==> config.mk <==
export PLATFORM = sky130hd
export DESIGN_NAME = look_seek_scheduler_top
export DESIGN_NICKNAME = d
export VERILOG_FILES = /design/src/rtl/core/lss_pkg.sv /design/src/rtl/core/lss_ram.sv /design/src/rtl/core/lss_front.sv /design/src/rtl/core/lss_back.sv /design/src/rtl/core/look_seek_scheduler_top.sv
export SDC_FILE = /design/constraint.sdc
export NUM_CORES = 2
export LEC_CHECK = 0
export BUFFER_PORTS_ARGS = -buffer_cell sky130_fd_sc_hd__buf_2
export CAP_MARGIN = 15
export CORE_MARGIN = 2
export CORE_UTILIZATION = 55
export CTS_CLUSTER_DIAMETER = 200
export DETAILED_ROUTE_END_ITERATION = 7
export PLACE_DENSITY_LB_ADDON = 0.1
export REMOVE_ABC_BUFFERS = 1
export SLEW_MARGIN = 10
export SYNTH_ARGS = -nofsm -noshare
export SYNTH_HDL_FRONTEND = slang
export SYNTH_SLANG_ARGS = --single-unit
==> constraint.sdc <==
create_clock -name i_clk -period 7.6 [get_ports i_clk]
set_clock_uncertainty 0.1 [all_clocks]
set_input_delay 1.14 -clock i_clk [delete_from_list [all_inputs] [get_ports i_clk]]
set_output_delay 1.14 -clock i_clk [all_outputs]
set_load 0.03 [all_outputs]
==> src/rtl/core/lss_pkg.sv <==
package lss_pkg;

    localparam int MaxRequests = 64;
    localparam int TrackBits   = 16;
    localparam int IdxBits     = $clog2(MaxRequests);
    localparam int CntBits     = $clog2(MaxRequests + 1);
    localparam int TotalBits   = 17;

    localparam logic KIND_LOAD = 1'b0;
    localparam logic KIND_RUN  = 1'b1;

    typedef struct packed {
        logic        kind;
        logic [15:0] track;
        logic [15:0] head_track;
        logic [15:0] prev_track;
    } t_in_item;

    typedef struct packed {
        logic [15:0] served_track;
        logic [16:0] seek_total;
        logic        last;
        logic        empty_res;
        logic        dropped;
    } t_out_item;

    // Run command passed from front to back
    typedef struct packed {
        logic [TrackBits-1:0] head;
        logic                 upward;
        logic [CntBits-1:0]   count;
        logic                 dropped;
    } t_run_cmd;

    typedef enum logic [1:0] {
        ST_IDLE,
        ST_SCAN,
        ST_EMIT,
        ST_DONE
    } t_back_state;

endpackage

==> src/rtl/core/lss_ram.sv <==
module lss_ram #(
    parameter int Width = 16,
    parameter int Depth = 64
) (
    input  logic                     i_clk,
    input  logic                     i_we,
    input  logic [$clog2(Depth)-1:0] i_waddr,
    input  logic [Width-1:0]         i_wdata,
    input  logic [$clog2(Depth)-1:0] i_raddr,
    output logic [Width-1:0]         o_rdata
);
    logic [Width-1:0] r_mem [Depth];

    always_ff @(posedge i_clk) begin
        if (i_we) begin
            r_mem[i_waddr] <= i_wdata;
        end
        o_rdata <= r_mem[i_raddr];
    end
endmodule

==> src/rtl/core/lss_front.sv <==
module lss_front import lss_pkg::*; (
    input  logic                 i_clk,
    input  logic                 i_rst_n,
    input  logic                 i_valid,
    output logic                 o_ready,
    input  t_in_item             i_item,
    // store write port
    output logic                 o_we,
    output logic [IdxBits-1:0]   o_waddr,
    output logic [TrackBits-1:0] o_wdata,
    // one-entry command queue to back
    output logic                 o_cmd_valid,
    output t_run_cmd             o_cmd,
    input  logic                 i_cmd_take,
    input  logic                 i_back_idle
);
    logic [CntBits-1:0] r_count;
    logic               r_ovf;
    logic               r_cmd_valid;
    t_run_cmd           r_cmd;
    logic               w_acc;

    // Input waits while a run is queued or still reading the store
    assign o_ready = !r_cmd_valid && i_back_idle;
    assign w_acc   = i_valid && o_ready;
    assign o_we    = w_acc && (i_item.kind == KIND_LOAD) && (r_count < CntBits'(MaxRequests));
    assign o_waddr = r_count[IdxBits-1:0];
    assign o_wdata = i_item.track[TrackBits-1:0];
    assign o_cmd_valid = r_cmd_valid;
    assign o_cmd       = r_cmd;

    always_ff @(posedge i_clk) begin
        if (!i_rst_n) begin
            r_count     <= '0;
            r_ovf       <= 1'b0;
            r_cmd_valid <= 1'b0;
        end else begin
            if (i_cmd_take) begin
                r_cmd_valid <= 1'b0;
            end
            if (w_acc) begin
                if (i_item.kind == KIND_LOAD) begin
                    if (o_we) begin
                        r_count <= r_count + 1'b1;
                    end else begin
                        r_ovf <= 1'b1;
                    end
                end else begin
                    r_cmd_valid <= 1'b1;
                    r_count     <= '0;
                    r_ovf       <= 1'b0;
                end
            end
        end
    end

    always_ff @(posedge i_clk) begin
        if (w_acc && i_item.kind == KIND_RUN) begin
            r_cmd.head    <= i_item.head_track[TrackBits-1:0];
            r_cmd.upward  <= i_item.prev_track[TrackBits-1:0]
                             <= i_item.head_track[TrackBits-1:0];
            r_cmd.count   <= r_count;
            r_cmd.dropped <= r_ovf;
        end
    end
endmodule

==> src/rtl/core/lss_back.sv <==
module lss_back import lss_pkg::*; (
    input  logic                 i_clk,
    input  logic                 i_rst_n,
    input  logic                 i_cmd_valid,
    input  t_run_cmd             i_cmd,
    output logic                 o_cmd_take,
    output logic                 o_idle,
    output logic [IdxBits-1:0]   o_raddr,
    input  logic [TrackBits-1:0] i_rdata,
    output logic                 o_valid,
    input  logic                 i_ready,
    output t_out_item            o_item
);
    // Each emit is a selection scan: find the next track in LOOK order
    // greater (or smaller) than the last served one, with tie handling by index.
    t_back_state          r_state, n_state;
    t_run_cmd             r_cmd;
    logic [IdxBits-1:0]   r_idx;     // scan pointer
    logic                 r_rvalid;  // i_rdata holds valid read data
    logic [IdxBits-1:0]   r_ridx;
    logic [CntBits-1:0]   r_served;
    logic [TrackBits-1:0] r_pos;
    logic [16:0]          r_total;
    // last served key (phase, track, index) for ordering
    logic                 r_have_last;
    logic [TrackBits+1:0] r_last_key;
    logic [IdxBits-1:0]   r_last_idx;
    logic                 r_have_best;
    logic [TrackBits+1:0] r_best_key;
    logic [IdxBits-1:0]   r_best_idx;
    logic [TrackBits-1:0] r_best_trk;
    logic                 r_out_valid;
    t_out_item            r_out;
    logic [TrackBits+1:0] w_key;
    logic                 w_after_last, w_better, w_scan_end;
    logic [TrackBits:0]   w_dist;
    logic [TotalBits:0]   w_sum;

    // Ordering key: first group 0, second group 1; descending groups invert track
    always_comb begin
        logic upper;
        upper = i_rdata > r_cmd.head;
        if (upper) begin
            w_key = {~r_cmd.upward, 1'b0, i_rdata};
        end else begin
            w_key = {r_cmd.upward, 1'b0, ~i_rdata};
        end
    end

    assign w_after_last = !r_have_last || (w_key > r_last_key)
                          || (w_key == r_last_key && r_ridx > r_last_idx);
    assign w_better   = !r_have_best || (w_key < r_best_key);
    assign w_scan_end = r_rvalid && ({1'b0, r_ridx} == r_cmd.count - 1'b1);
    assign w_dist = (r_best_trk > r_pos) ? {1'b0, r_best_trk - r_pos}
                                         : {1'b0, r_pos - r_best_trk};
    assign w_sum  = {1'b0, r_total} + (TotalBits + 1)'(w_dist);

    assign o_raddr    = r_idx;
    assign o_cmd_take = (r_state == ST_IDLE) && i_cmd_valid;
    assign o_idle     = (r_state == ST_IDLE);
    assign o_valid    = r_out_valid;
    assign o_item     = r_out;

    // Next state
    always_comb begin
        n_state = r_state;
        unique case (r_state)
            ST_IDLE: if (i_cmd_valid) begin
                n_state = (i_cmd.count == '0) ? ST_DONE : ST_SCAN;
            end
            ST_SCAN: if (w_scan_end) n_state = ST_EMIT;
            ST_EMIT: if (!r_out_valid || i_ready) begin
                n_state = (r_served + 1'b1 == r_cmd.count) ? ST_IDLE : ST_SCAN;
            end
            ST_DONE: if (!r_out_valid || i_ready) n_state = ST_IDLE;
            default: n_state = ST_IDLE;
        endcase
    end

    always_ff @(posedge i_clk) begin
        if (!i_rst_n) begin
            r_state     <= ST_IDLE;
            r_out_valid <= 1'b0;
            r_rvalid    <= 1'b0;
        end else begin
            r_state <= n_state;
            if (r_out_valid && i_ready) r_out_valid <= 1'b0;
            r_rvalid <= (r_state == ST_SCAN) && !w_scan_end
                        && ({1'b0, r_idx} < r_cmd.count) && !(r_rvalid && w_scan_end);
            if ((r_state == ST_EMIT || r_state == ST_DONE) && (!r_out_valid || i_ready)) begin
                r_out_valid <= 1'b1;
            end
        end
    end

    // Datapath
    always_ff @(posedge i_clk) begin
        unique case (r_state)
            ST_IDLE: begin
                r_cmd       <= i_cmd;
                r_idx       <= '0;
                r_served    <= '0;
                r_pos       <= i_cmd.head;
                r_total     <= '0;
                r_have_last <= 1'b0;
                r_have_best <= 1'b0;
            end
            ST_SCAN: begin
                if (({1'b0, r_idx} < r_cmd.count) && !r_rvalid || r_rvalid && !w_scan_end) begin
                    r_idx <= r_idx + 1'b1;
                end
                r_ridx <= r_idx;
                if (r_rvalid && w_after_last && w_better) begin
                    r_have_best <= 1'b1;
                    r_best_key  <= w_key;
                    r_best_idx  <= r_ridx;
                    r_best_trk  <= i_rdata;
                end
            end
            ST_EMIT: if (!r_out_valid || i_ready) begin
                r_out.served_track <= 16'(r_best_trk);
                r_out.seek_total   <= w_sum > (TotalBits + 1)'(131071) ? 17'h1FFFF
                                                                      : w_sum[16:0];
                r_out.last         <= (r_served + 1'b1 == r_cmd.count);
                r_out.empty_res    <= 1'b0;
                r_out.dropped      <= r_cmd.dropped;
                r_total     <= w_sum > (TotalBits + 1)'(131071) ? 17'h1FFFF : w_sum[16:0];
                r_pos       <= r_best_trk;
                r_served    <= r_served + 1'b1;
                r_have_last <= 1'b1;
                r_last_key  <= r_best_key;
                r_last_idx  <= r_best_idx;
                r_have_best <= 1'b0;
                r_idx       <= '0;
            end
            ST_DONE: if (!r_out_valid || i_ready) begin
                r_out.served_track <= '0;
                r_out.seek_total   <= '0;
                r_out.last         <= 1'b1;
                r_out.empty_res    <= 1'b1;
                r_out.dropped      <= r_cmd.dropped;
            end
            default: ;
        endcase
    end

    // Checks
    a_out_hold: assert property (@(posedge i_clk) disable iff (!i_rst_n)
        r_out_valid && !i_ready |=> r_out_valid && $stable(r_out))
        else $error("result changed while stalled");
    a_emit_best: assert property (@(posedge i_clk) disable iff (!i_rst_n)
        r_state == ST_EMIT |-> r_have_best)
        else $error("emit without a selected request");
    a_served_bound: assert property (@(posedge i_clk) disable iff (!i_rst_n)
        r_state == ST_SCAN |-> r_served < r_cmd.count)
        else $error("served count beyond run length");
endmodule

==> src/rtl/core/look_seek_scheduler_top.sv <==
// channel | direction | handshake            | payload
// input   | in        | i_valid / o_ready    | i_item (t_in_item)
// output  | out       | o_valid / i_ready    | o_item (t_out_item)
// An accepted load goes into the store unless it is full. A run is handed
// over from front to back; each result is then a scan through the single
// registered read port and an emit step. An empty run gives one empty result.
// Reset is synchronous, active low, and clears control and the load count only.
// Input stalls from a run's acceptance until the back end is idle again, so
// the store is never rewritten mid-run; an output stall holds the emit step.
module look_seek_scheduler_top import lss_pkg::*; (
    input  logic      i_clk,
    input  logic      i_rst_n,
    input  logic      i_valid,
    output logic      o_ready,
    input  t_in_item  i_item,
    output logic      o_valid,
    input  logic      i_ready,
    output t_out_item o_item
);
    logic                 w_we;
    logic [IdxBits-1:0]   w_waddr, w_raddr;
    logic [TrackBits-1:0] w_wdata, w_rdata;
    logic                 w_cmd_valid, w_cmd_take, w_back_idle;
    t_run_cmd             w_cmd;

    lss_front u_front (
        .i_clk, .i_rst_n, .i_valid, .o_ready, .i_item,
        .o_we(w_we), .o_waddr(w_waddr), .o_wdata(w_wdata),
        .o_cmd_valid(w_cmd_valid), .o_cmd(w_cmd), .i_cmd_take(w_cmd_take),
        .i_back_idle(w_back_idle)
    );

    lss_ram #(.Width(TrackBits), .Depth(MaxRequests)) u_ram (
        .i_clk, .i_we(w_we), .i_waddr(w_waddr), .i_wdata(w_wdata),
        .i_raddr(w_raddr), .o_rdata(w_rdata)
    );

    lss_back u_back (
        .i_clk, .i_rst_n, .i_cmd_valid(w_cmd_valid), .i_cmd(w_cmd),
        .o_cmd_take(w_cmd_take), .o_idle(w_back_idle), .o_raddr(w_raddr),
        .i_rdata(w_rdata), .o_valid, .i_ready, .o_item
    );
endmodule
==> impl_metrics.tcl <==
set metrics [dict create \
    cp_num_buf_inv 1 \
    power.density_mw_per_mm2 325 \
    netlist_area_mm2 0.0519 \
    postCtsResizedCells 0 \
    period_needed_ns 5.75 \
    synthCells 3086 \
    start_kind "flip-flop" \
    drc 4 \
    gp_congestion 0.880 \
    crit_slowest_cell "a21oi_4" \
    synth_top_area_share_pct 70.9 \
    synth-async-reset-ratio_pct 0 \
    core-area_mm2 0.0935 \
    dp_hpwl_um 73500 \
    hold_viol 0 \
    p_leak_nw 19.5 \
    p_total_mw 19.0 \
    num_vias 28200 \
    io_pins 91 \
    arrival_ns 6.08 \
    wire_per_inst_um 26.7 \
    synth.most_common_cell "edfxtp_1" \
    rsz0062_at_grt "false" \
    ys_top_cells_by_area "edfxtp_1 71%, mux4_2 6.2%, mux2i_1 3.9%" \
    nets 3452 \
    drive_above_1_share_pct 17.9 \
    cts_max_level 4 \
    hold_path_class "reg -> reg" \
    synth-main-ff-cell "edfxtp_1" \
    cts_buffer_depth 3 \
    cts_root_buf "clkbuf_16" \
    io_buffers 90 \
    post-route-period-util_pct 75.7 \
    clk_pin_slew_ns 0.06 \
    cts_tree "done" \
    drt_first_iter_violations 2849 \
    insertion_delay_ns 0.73 \
    maxSlewViolCount 0 \
    drt_wl_total_um 123000 \
    netlist_top_cells_count "1,226 x edfxtp_1, 200 x mux2i_1, 185 x a21oi_1, 144 x mux4_2, 136 x nor2_1" \
    worst_path_largest_cell_delay_ns 0.57 \
    firstDrtPassIters 8 \
    synth_seq_cells 1255 \
    grt_max_degree 134 \
    yosys.area.top_type "edfxtp_1" \
    synth_edf_count 1226 \
    worst-path-max-fanout 21 \
    dpl_worst_slack_ns 1.65 \
    synth_area_per_cell_um2 16.8 \
    worstSetupPathType "reg -> reg" \
    antenna_left 0 \
    violations "DRC" \
    maxSlewHeadroom_pct 23.6 \
    syn2layout_area_growth_pct 12.7 \
    irDropWorstVdd_v 0.000236 \
    grt_pass1_vias 28400 \
    max-cap-violations 0 \
    crit_path_end_kind "flip-flop" \
    initial_utilization_pct 55.6 \
    clock_sinks 1255 \
    cts_made_buffers 133 \
    synthDistinctLibCells 69 \
    via_per_inst 6.10 \
    track_usage_pct 25.5 \
    dpl_cell_area_mm2 0.0542 \
    die_y_um 311 \
    antenna_found_initial 6 \
    max_freq_ghz 0.174 \
    grt_pass1_wl_um 183000 \
    cts_setup_buffers 0 \
    setup_violations 0 \
    fin_area_mm2 0.0585 \
    tightest_slew_ns 1.14 \
    ys_warn_count 0 \
    rows 112 \
    grt_overflow 0 \
    fin_ws_ns 1.85 \
    holdBufCountCts 0 \
    dieArea_mm2 0.0969 \
    status "finished with violations" \
    crit_path_cell_trace "inv_1, ha_1, nand4_1, or3_1, o211a_2, a21oi_4, mux2i_1, o211ai_2, a31oi_2, nor2_1, xor2_1, ha_1, a21o_1, a21oi_1, o21ai_0, a21oi_1, o21a_1, o21bai_1, nand3_1, o21ai_0" \
    cp.required_ns 7.93 \
    whs_ns 0.314 \
    seq_area_frac_synth_pct 72.0 \
    fp.dieW_um 311 \
    cpLargestDelayFamily "compound AO/OA/AOI/OAI gates" \
]
[metrics by stage]
step           util (%)  cells  TNS, ns
3_3_place_gp       58.0   4379        0
4_1_cts            62.4   4621        0
3_5_place_dp       58.0   4379        0
5_1_grt            62.6   4629        0
6_report           62.6   4630        0
2_1_floorplan         -   2944  -192.68
[path summary, 6_finish.rpt]
path	startpoint	end	slack [ns]	cells past startpoint
worst max-delay path	u_back.r_best_trk[11]$_DFFE_PP_	u_back.r_total[12]$_SDFFCE_PN0P_	1.85	20
worst min-delay path	u_front.o_cmd[0]$_DFFE_PP_	u_back.r_cmd[0]$_DFFE_PP_	0.31	0
worst max register to register	u_back.r_best_trk[11]$_DFFE_PP_	u_back.r_total[12]$_SDFFCE_PN0P_	1.85	20
worst min register to register	u_front.o_cmd[0]$_DFFE_PP_	u_back.r_cmd[0]$_DFFE_PP_	0.31	0
[routing by layer]
layer | vias up | wire, um | GRT usage, %
met3 | 224 | 7880 | 4.07
met2 | 1004 | 59800 | 41.5
met5 | - | 25 | 0
met1 | 14500 | 51900 | 35.4
met4 | 4 | 3820 | 8.79
li1 | 12500 | - | -
[worst reg2reg max path: cells and delay by family, from the launching register on]
family | cells | cell delay, ns
AO/OA/AOI/OAI | 11 | 2.32
AND/OR/NAND/NOR | 4 | 1.13
XOR/XNOR | 1 | 0.15
flip-flops | 1 | 0.43
buffers and inverters | 1 | 0.10
adder cells (fa/ha/maj) | 2 | 0.76
multiplexers | 1 | 0.47
[sequential cells by signal, summed over array words and instances, names as in the netlist, 16 cells and up]
signal / count
u_back.r_best_key: 17
u_back.r_cmd: 25
u_ram.o_rdata: 16
u_back.r_last_key: 17
u_back.r_total: 17
u_front.o_cmd: 25
u_back.r_pos: 16
u_back.r_best_trk: 16
u_back.o_item: 36
u_ram.r_mem: 1024
[kinds of logic after synthesis]
| logic type | share of synthesized area (%) |
|---|---|
| DFF | 72.0 |
| AOI/OAI and AO/OA | 6.52 |
| muxes | 11.6 |
| and+or+nand+nor | 3.50 |
| buffers and inverters | 2.05 |
| adders and majority gates | 3.20 |
| xor gates and xnor gates | 1.16 |
[placed cells by master (no fill, tap or decap), types with 64 or more instances in the layout]
cell type and instances:
ha_1 128, nand2_1 134, clkbuf_16 140, a21oi_1 185, nor2_1 129, mux4_2 144, mux2i_1 200, buf_2 86
buf_4 90, o221ai_1 64, o22ai_1 67, o21ai_0 134, mux2_2 67, edfxtp_1 1226, inv_1 129
[cell type report]
cell class / count / area (um2)
diodes: 1 / 2.50
clock buffers: 176 / 3650
clock inverters: 66 / 533
fillers: 6761 / 34900
inverters: 129 / 484
multi-input cells: 1560 / 13500
flip-flops and latches: 1255 / 37400
well taps: 1254 / 1570
repair buffers: 189 / 1370
[where the power goes]
group          internal [mW]  switching [mW]
Combinational           1.84            2.74
Sequential              8.05           0.188
Clock                   3.59            2.60
Total                   13.5            5.53
Note: power is estimated with default switching activity, not from simulation.
